<file path="config.mk">
export PLATFORM = sky130hd
export DESIGN_NAME = calculator_seven_segment_scan_unit
export DESIGN_NICKNAME = d
export VERILOG_FILES = /design/src/rtl/cssu_pkg.sv /design/src/rtl/cssu_datapath.sv /design/src/rtl/cssu_ctrl.sv /design/src/rtl/calculator_seven_segment_scan_unit.sv
export SDC_FILE = /design/constraint.sdc
export NUM_CORES = 1
export LEC_CHECK = 0
export ABC_AREA = 1
export BUFFER_PORTS_ARGS = -buffer_cell sky130_fd_sc_hd__clkbuf_2
export CAP_MARGIN = 20
export CORE_MARGIN = 3
export CORE_UTILIZATION = 59
export CTS_BUF_LIST = sky130_fd_sc_hd__clkbuf_16
export DETAILED_ROUTE_END_ITERATION = 10
export PLACE_DENSITY = 0.76
export SKIP_LAST_GASP = 1
export SYNTH_ARGS = -nofsm -noshare
export SYNTH_HDL_FRONTEND = slang
export SYNTH_SLANG_ARGS = --single-unit
</file>
<file path="constraint.sdc">
create_clock -name clk_i -period 4.2 [get_ports clk_i]
set_input_delay 0.42 -clock clk_i [delete_from_list [all_inputs] [get_ports clk_i]]
set_output_delay 0.42 -clock clk_i [all_outputs]
set_load 0.05 [all_outputs]
</file>
<file path="src/rtl/cssu_pkg.sv">
// ----------------------------------------------------------------------------
// cssu_pkg
// types, codes and segment tables of the seven segment calculator scan unit
// ----------------------------------------------------------------------------
package cssu_pkg;

  localparam int unsigned BTN_ADD = 0;
  localparam int unsigned BTN_SUB = 1;
  localparam int unsigned BTN_MUL = 2;
  localparam int unsigned BTN_DIV = 3;

  localparam logic [7:0] BLANK_RESET = 8'hC0;
  localparam logic [7:0] SEG_DASH    = 8'hBF;
  localparam logic [7:0] SEG_E       = 8'h86;
  localparam logic [7:0] SEG_R       = 8'hAF;

  localparam logic [1:0] SLOT_ONES = 2'd0;
  localparam logic [1:0] SLOT_TENS = 2'd1;
  localparam logic [1:0] SLOT_HUND = 2'd2;
  localparam logic [1:0] SLOT_TOP  = 2'd3;

  typedef enum logic [2:0] {
    ST_IDLE,
    ST_EXEC,
    ST_DIV,
    ST_SPLIT,
    ST_SEG
  } cssu_state_e;

  typedef struct packed {
    logic load_in;
    logic exec;
    logic div_step;
    logic split;
    logic seg_load;
  } cssu_cmd_t;

  typedef struct packed {
    logic div_start;
    logic div_last;
  } cssu_stat_t;

  function automatic logic [7:0] seg_digit(input logic [3:0] d);
    logic [7:0] p;
    case (d)
      4'd0:    p = 8'hC0;
      4'd1:    p = 8'hF9;
      4'd2:    p = 8'hA4;
      4'd3:    p = 8'hB0;
      4'd4:    p = 8'h99;
      4'd5:    p = 8'h92;
      4'd6:    p = 8'h82;
      4'd7:    p = 8'hF8;
      4'd8:    p = 8'h80;
      4'd9:    p = 8'h90;
      default: p = 8'hC0;
    endcase
    return p;
  endfunction

  // tens digit of a value below 100, by independent threshold compares
  function automatic logic [3:0] dec_tens(input logic [6:0] r);
    logic [3:0] t;
    t = 4'd0;
    for (int k = 1; k <= 9; k++) begin
      if (r >= 7'(10 * k)) begin
        t = 4'(k);
      end
    end
    return t;
  endfunction

endpackage

</file>
<file path="src/rtl/cssu_datapath.sv">
// ----------------------------------------------------------------------------
// cssu_datapath
// operand capture, arithmetic, 4-step restoring divider, decimal split,
// segment selection and output payload register
// ----------------------------------------------------------------------------
module cssu_datapath import cssu_pkg::*; (
  input  logic       clk_i,
  input  logic       rst_ni,
  input  cssu_cmd_t  cmd_i,
  output cssu_stat_t stat_o,
  input  logic [3:0] lhs_i,
  input  logic [3:0] rhs_i,
  input  logic [3:0] buttons_i,
  input  logic       cfg_wen_i,
  input  logic [7:0] cfg_wdata_i,
  output logic [3:0] anodes_o,
  output logic [7:0] segments_o,
  output logic [8:0] result_value_o,
  output logic       divide_error_o
);

  logic [3:0] a_q, b_q, btn_q;
  logic [8:0] held_q, held_d;
  logic       err_q, err_d;
  logic [1:0] slot_q;
  logic [7:0] blank_q;

  logic [3:0] div_rem_q, div_quo_q;
  logic [1:0] div_cnt_q;
  logic [4:0] rem_sh;
  logic       div_ge;
  logic [4:0] rem_sub;
  logic [3:0] rem_nx, quo_nx;

  logic [7:0] prod;
  logic [8:0] held_neg;
  logic [7:0] mag;
  logic [1:0] hund;
  logic [7:0] rem100;

  logic       neg_q;
  logic [7:0] mag_q;
  logic [1:0] hund_q;
  logic [6:0] r_q;

  logic [3:0] tens;
  logic [6:0] tens_x10;
  logic [6:0] ones_full;
  logic [7:0] seg;

  logic [3:0] anodes_q;
  logic [7:0] segments_q;
  logic [8:0] result_q;
  logic       error_q;

  // divider step
  assign rem_sh  = {div_rem_q, div_quo_q[3]};
  assign div_ge  = rem_sh >= {1'b0, b_q};
  assign rem_sub = rem_sh - {1'b0, b_q};
  assign rem_nx  = div_ge ? rem_sub[3:0] : rem_sh[3:0];
  assign quo_nx  = {div_quo_q[2:0], div_ge};

  assign stat_o.div_start = (btn_q[2:0] == 3'b000) && btn_q[BTN_DIV] && (b_q != 4'd0);
  assign stat_o.div_last  = div_cnt_q == 2'd3;

  assign prod = {4'b0000, a_q} * {4'b0000, b_q};

  always_comb begin
    held_d = held_q;
    err_d  = err_q;
    if (cmd_i.exec) begin
      if (btn_q[BTN_ADD]) begin
        held_d = {5'b00000, a_q} + {5'b00000, b_q};
        err_d  = 1'b0;
      end else if (btn_q[BTN_SUB]) begin
        held_d = {5'b00000, a_q} - {5'b00000, b_q};
        err_d  = 1'b0;
      end else if (btn_q[BTN_MUL]) begin
        held_d = {1'b0, prod};
        err_d  = 1'b0;
      end else if (btn_q[BTN_DIV] && (b_q == 4'd0)) begin
        held_d = 9'd0;
        err_d  = 1'b1;
      end
    end else if (cmd_i.div_step && stat_o.div_last) begin
      held_d = {5'b00000, quo_nx};
      err_d  = 1'b0;
    end
  end

  always_ff @(posedge clk_i or negedge rst_ni) begin
    if (!rst_ni) begin
      held_q  <= 9'd0;
      err_q   <= 1'b0;
      slot_q  <= 2'd0;
      blank_q <= BLANK_RESET;
    end else begin
      held_q <= held_d;
      err_q  <= err_d;
      if (cfg_wen_i) begin
        blank_q <= cfg_wdata_i;
      end
      if (cmd_i.seg_load) begin
        slot_q <= slot_q + 2'd1;
      end
    end
  end

  // decimal split, first half
  assign held_neg = 9'd0 - held_q;
  assign mag      = held_q[8] ? held_neg[7:0] : held_q[7:0];
  assign hund     = (mag >= 8'd200) ? 2'd2 : ((mag >= 8'd100) ? 2'd1 : 2'd0);
  assign rem100   = mag - ((hund == 2'd2) ? 8'd200 : ((hund == 2'd1) ? 8'd100 : 8'd0));

  // decimal split, second half
  assign tens      = dec_tens(r_q);
  assign tens_x10  = {tens[3:0], 3'b000} + {2'b00, tens[3:0], 1'b0};
  assign ones_full = r_q - tens_x10;

  always_comb begin
    seg = blank_q;
    if (err_q) begin
      unique case (slot_q)
        SLOT_ONES: seg = SEG_E;
        SLOT_TENS: seg = SEG_R;
        SLOT_HUND: seg = SEG_R;
        SLOT_TOP:  seg = blank_q;
        default:   seg = blank_q;
      endcase
    end else begin
      unique case (slot_q)
        SLOT_ONES: seg = seg_digit(ones_full[3:0]);
        SLOT_TENS: begin
          if (mag_q >= 8'd10) begin
            seg = seg_digit(tens);
          end else if (neg_q) begin
            seg = SEG_DASH;
          end
        end
        SLOT_HUND: begin
          if (mag_q >= 8'd100) begin
            seg = seg_digit({2'b00, hund_q});
          end else if (neg_q && (mag_q >= 8'd10)) begin
            seg = SEG_DASH;
          end
        end
        SLOT_TOP: begin
          if (neg_q && (mag_q >= 8'd100)) begin
            seg = SEG_DASH;
          end
        end
        default: seg = blank_q;
      endcase
    end
  end

  always_ff @(posedge clk_i) begin
    if (cmd_i.load_in) begin
      a_q   <= lhs_i;
      b_q   <= rhs_i;
      btn_q <= buttons_i;
    end
    if (cmd_i.exec) begin
      div_rem_q <= 4'd0;
      div_quo_q <= a_q;
      div_cnt_q <= 2'd0;
    end else if (cmd_i.div_step) begin
      div_rem_q <= rem_nx;
      div_quo_q <= quo_nx;
      div_cnt_q <= div_cnt_q + 2'd1;
    end
    if (cmd_i.split) begin
      neg_q  <= held_q[8];
      mag_q  <= mag;
      hund_q <= hund;
      r_q    <= rem100[6:0];
    end
    if (cmd_i.seg_load) begin
      anodes_q   <= ~(4'b0001 << slot_q);
      segments_q <= seg;
      result_q   <= held_q;
      error_q    <= err_q;
    end
  end

  assign anodes_o       = anodes_q;
  assign segments_o     = segments_q;
  assign result_value_o = result_q;
  assign divide_error_o = error_q;

endmodule

</file>
<file path="src/rtl/cssu_ctrl.sv">
// ----------------------------------------------------------------------------
// cssu_ctrl
// sequencer for one scan item and the output valid flag
// ----------------------------------------------------------------------------
module cssu_ctrl import cssu_pkg::*; (
  input  logic       clk_i,
  input  logic       rst_ni,
  input  logic       in_valid_i,
  output logic       in_ready_o,
  output logic       out_valid_o,
  input  logic       out_ready_i,
  input  cssu_stat_t stat_i,
  output cssu_cmd_t  cmd_o
);

  cssu_state_e state_q, state_d;
  logic        out_valid_q, out_valid_d;
  logic        out_free;

  assign out_free = !out_valid_q || out_ready_i;

  always_ff @(posedge clk_i or negedge rst_ni) begin
    if (!rst_ni) begin
      state_q     <= ST_IDLE;
      out_valid_q <= 1'b0;
    end else begin
      state_q     <= state_d;
      out_valid_q <= out_valid_d;
    end
  end

  always_comb begin
    state_d    = state_q;
    cmd_o      = '0;
    in_ready_o = 1'b0;
    unique case (state_q)
      ST_IDLE: begin
        in_ready_o = 1'b1;
        if (in_valid_i) begin
          cmd_o.load_in = 1'b1;
          state_d       = ST_EXEC;
        end
      end
      ST_EXEC: begin
        cmd_o.exec = 1'b1;
        state_d    = stat_i.div_start ? ST_DIV : ST_SPLIT;
      end
      ST_DIV: begin
        cmd_o.div_step = 1'b1;
        if (stat_i.div_last) begin
          state_d = ST_SPLIT;
        end
      end
      ST_SPLIT: begin
        cmd_o.split = 1'b1;
        state_d     = ST_SEG;
      end
      ST_SEG: begin
        if (out_free) begin
          cmd_o.seg_load = 1'b1;
          state_d        = ST_IDLE;
        end
      end
      default: state_d = ST_IDLE;
    endcase
  end

  always_comb begin
    out_valid_d = out_valid_q;
    if (cmd_o.seg_load) begin
      out_valid_d = 1'b1;
    end else if (out_ready_i) begin
      out_valid_d = 1'b0;
    end
  end

  assign out_valid_o = out_valid_q;

endmodule

</file>
<file path="src/rtl/calculator_seven_segment_scan_unit.sv">
// the sequencer steps through operate, the 4 steps of the bit-serial restoring
// divider when a divide runs, decimal split and segment select; segment select
// waits while the output is stalled, and a new item is accepted only after the
// previous one has left segment select
// reset clears the held result, the error flag and the scan slot, and sets the
// blank pattern to 0xC0
// ----------------------------------------------------------------------------
// calculator_seven_segment_scan_unit
// 4-bit calculator driving one seven segment position per scan item
// ----------------------------------------------------------------------------
module calculator_seven_segment_scan_unit import cssu_pkg::*; (
  input  logic        clk_i,
  input  logic        rst_ni,
  input  logic        s_axis_tvalid,
  output logic        s_axis_tready,
  input  logic [15:0] s_axis_tdata,  // lhs, rhs, buttons, zero pad
  output logic        m_axis_tvalid,
  input  logic        m_axis_tready,
  output logic [23:0] m_axis_tdata,  // anodes, segments, result_value, zero pad
  output logic        m_axis_tuser,  // divide_error
  input  logic        cfg_wen_i,
  input  logic [7:0]  cfg_wdata_i
);

  cssu_cmd_t  cmd;
  cssu_stat_t stat;
  logic [3:0] anodes;
  logic [7:0] segments;
  logic [8:0] result_value;

  cssu_ctrl u_ctrl (
    .clk_i       (clk_i),
    .rst_ni      (rst_ni),
    .in_valid_i  (s_axis_tvalid),
    .in_ready_o  (s_axis_tready),
    .out_valid_o (m_axis_tvalid),
    .out_ready_i (m_axis_tready),
    .stat_i      (stat),
    .cmd_o       (cmd)
  );

  cssu_datapath u_dp (
    .clk_i          (clk_i),
    .rst_ni         (rst_ni),
    .cmd_i          (cmd),
    .stat_o         (stat),
    .lhs_i          (s_axis_tdata[3:0]),
    .rhs_i          (s_axis_tdata[7:4]),
    .buttons_i      (s_axis_tdata[11:8]),
    .cfg_wen_i      (cfg_wen_i),
    .cfg_wdata_i    (cfg_wdata_i),
    .anodes_o       (anodes),
    .segments_o     (segments),
    .result_value_o (result_value),
    .divide_error_o (m_axis_tuser)
  );

  assign m_axis_tdata = {3'b000, result_value, segments, anodes};

endmodule

</file>
==> run metrics <==
core area ~0.0089 mm2; crit path DAT around 3.5 ns; first-pass GRT wire length roughly 20,000 um; vias in the first global route 4,433; synthesized-area fraction occupied by adder cells between 10% and 20%; post-route minimum period between 3 and 4 ns; Layout Skew 0.01350 ns; Via density around 5.6; mux cell area share after synthesis less than 1%; Most used DFF post-synth edfxtp_1; RR Startpoint u_dp.held_q[0]; Post-DP HPWL 9721 um; most common cell in the netlist nand2_1; delay-heaviest family, CP simple AND/OR/NAND/NOR gates; Worst Max-Slew Pin Slew slightly above 1 ns; Synth Area in Compound Gates about an eighth; n_diodes 0; CTS clk-pin slew, worst paths around 0.060 ns; Async SR Flop Fraction 28.57%; Synth Instances 643; Leak Pwr 2.951 nW; crit path cell chain inv_1, ha_1, inv_1, nor2_1, nand2_2, nand2_1, nand2_1, nand2_1, nor2_1, nand2_1, and3_1, inv_2, nand2_1, inv_2, ha_1, inv_1, fa_1, or2_1, a21oi_2, xnor2_1, xor2_1, inv_1; Synth area leaders edfxtp_1 (29%), ha_1 (11%), dfrtp_1 (9.9%); CTS tree built; critical path launch point type register; R2R setup slack just under 0.8 ns; Warnings, synthesis 0; status finished clean; Crit Path Max Fanout 5; top post-synthesis cells by count nand2_1 (119), inv_1 (108), o21ai_0 (55), edfxtp_1 (54), ha_1 (50); CP max stage delay around 0.42 ns; initial antenna violation count 0; FILL cells approximately 730; Sw Ratio just under 50%; DRC 0; unique cell type count in the Yosys netlist just under 50; Max clock buf depth 2; Final nets around 780; Post-synth EDFFs between 50 and 60; DR WL/cell 15.26 um; footprint of the multi-input gates around 0.0027 mm2; Area Overhead vs Synth 11.37%; GR Util All Layers about 24%; Hold Vio Cnt, Final 0; # IOs 56; main combinational cell family by area after synthesis simple AND/OR/NAND/NOR gates; CTS Hold Buffers Added 0; Reg area 0.002345 mm2; endpoint class of the critical path register; worst hold path type in -> async; Die Area 0.01060 mm2; grt ovf 0; area leader, netlist edfxtp_1; post-synth top area share a little under 30%; Setup TNS 0 ns; pin count of the biggest net entering global routing 26; Fmax between 200 and 300 MHz; Synth Area per Inst between 8 and 9 um2; Routed Antenna Nets 0; Post-CTS Repair Setup Buffers 0; Final period util between 80% and 90%; Slew Viols, Final 0; Syn Std Cell Area between 0.005 and 0.006 mm2; H-tree depth 3; Max Cap Viol 0; Power Density between 800 and 900 mW/mm2; Setup WS pre-CTS roughly 0.77 ns; final wirelength about 12,000 um; post-cts gate resize count 0; logic gate share of total power about 57%; num rows 34; post-synthesis simple-gate area fraction between 10% and 20%; RSZ-0062 raised after global routing no; WP buf/inv 6; sw power between 2 and 3 mW; final setup violation count 0; Initial Util between 60% and 70%; XOR/XNOR share of the synthesized area 2.505%; WS Path Type reg -> reg; Peak VDD IR 0.3877 mV; Top cell by count, worst path nand2_1; Max-slew headroom a little under a third; CTS buffer count 9; clock share of power between 10% and 20%; Flop pwr share just under 30%; Die W around 100 um; First DRT Iteration DRCs approximately 280; share of post-route cells with drive strength above 1 roughly 15%; gpl congestion 0.9421; Port Buf Inserts between 40 and 50; Internal roughly 2.7 mW; synthesis-stage register bit count 84; crit path max-delay cell type dfrtp_1; final worst setup slack approximately 0.77 ns; root buffer cell clkbuf_16; clock latency on the worst-skew pair about 0.33 ns; first-pass iteration count of the detailed router 5; worst setup path start u_dp.held_q[0]; clk sink count 84; via count 4,500; Crit path required time roughly 4.3 ns; die height 102.9 um; Seq/Total Area, Yosys 42.29%
[power groups by stage]
stage               sequential, mW  combinational [mW]  clock (mW)
finish                        1.52                3.00       0.748
global route                  1.56                3.39       0.797
CTS                           1.52                3.00       0.763
detailed placement            1.53                2.97           0
global placement              1.52                2.84           0
floorplan                     1.60                2.19           0
[registers in the layout, summed over array words and instances, names as in the netlist, 3 cells and up]
signal,count
u_ctrl.state_q,3
u_dp.a_q,4
u_dp.anodes_o,4
u_dp.b_q,4
u_dp.blank_q,8
u_dp.btn_q,4
u_dp.div_quo_q,4
u_dp.div_rem_q,4
u_dp.held_q,9
u_dp.mag_q,6
u_dp.r_q,7
u_dp.result_value_o,9
u_dp.segments_o,8
[layer usage]
layer	wire length [um]	global-route usage, %	vias up
met4	297	8.765	0
met1	4934	28.18	2121
met2	6589	44.84	114
li1	-	-	2234
met5	0	0	-
met3	494	4.601	31
[stage by stage]
step	utilization, %	instances	hold WS, ns	power [mW]	area [um2]
final	69.12	807	0.08116	5.267	6175
after global routing	69.12	807	0.1345	5.743	6175
after CTS	69.12	807	0.09554	5.278	6175
after detailed placement	65.90	791	0.4398	4.503	5887
after global placement	65.90	791	0.4400	4.354	5887
after floorplan	-	645	0.1244	3.788	5552
[cell usage in the layout (no fill, tap or decap), types with 3 or more instances in the layout]
cell	n
dfrtp_1	22
nand2_4	3
o31ai_1	6
inv_1	108
nor2_2	4
inv_2	10
a21oi_1	32
dfxtp_1	6
o31ai_2	3
nand2_1	119
o211ai_1	5
a31oi_1	8
ha_1	50
nor2_1	43
o21ai_1	4
o21ai_0	55
fa_1	8
xnor2_1	3
nand3_1	28
clkbuf_16	10
edfxtp_1	54
nand4_1	6
nand2_2	6
o22ai_1	4
conb_1	3
nor3_1	5
xor2_1	11
clkbuf_2	48
[cell families (layout without fill, tap and decap cells)]
group,after synthesis,after routing
AND/OR/NAND/NOR,227,227
flip-flops,84,84
AO/OA/AOI/OAI,128,128
adder cells (fa/ha/maj),58,58
other,1,3
XOR/XNOR,15,15
buffers and inverters,128,182
multiplexers,2,2
[final cells by class]
| type | instances | area share (%) |
|---|---|---|
| clock buffer | 10 | 4.053 |
| clock inverter | 6 | 0.6079 |
| inverter | 116 | 7.052 |
| multi-input combinational | 433 | 43.99 |
| sequential | 84 | 37.97 |
| tap | 108 | 2.188 |
| timing repair buffer | 50 | 4.134 |
[path summary, 6_finish.rpt]
| kind | endpoint | depth (start not counted) |
|---|---|---|
| max in group asynchronous | u_dp.blank_q[5] | 1 |
| min in group clk_i | u_dp.b_q[2] | 1 |
| setup reg to reg | u_dp.r_q[6] | 22 |
| hold / removal | u_ctrl.state_q[2] | 1 |
| setup / recovery | u_dp.r_q[6] | 22 |
| hold reg to reg | u_dp.result_value_o[7] | 0 |
Power figures use the tool's default switching activity.
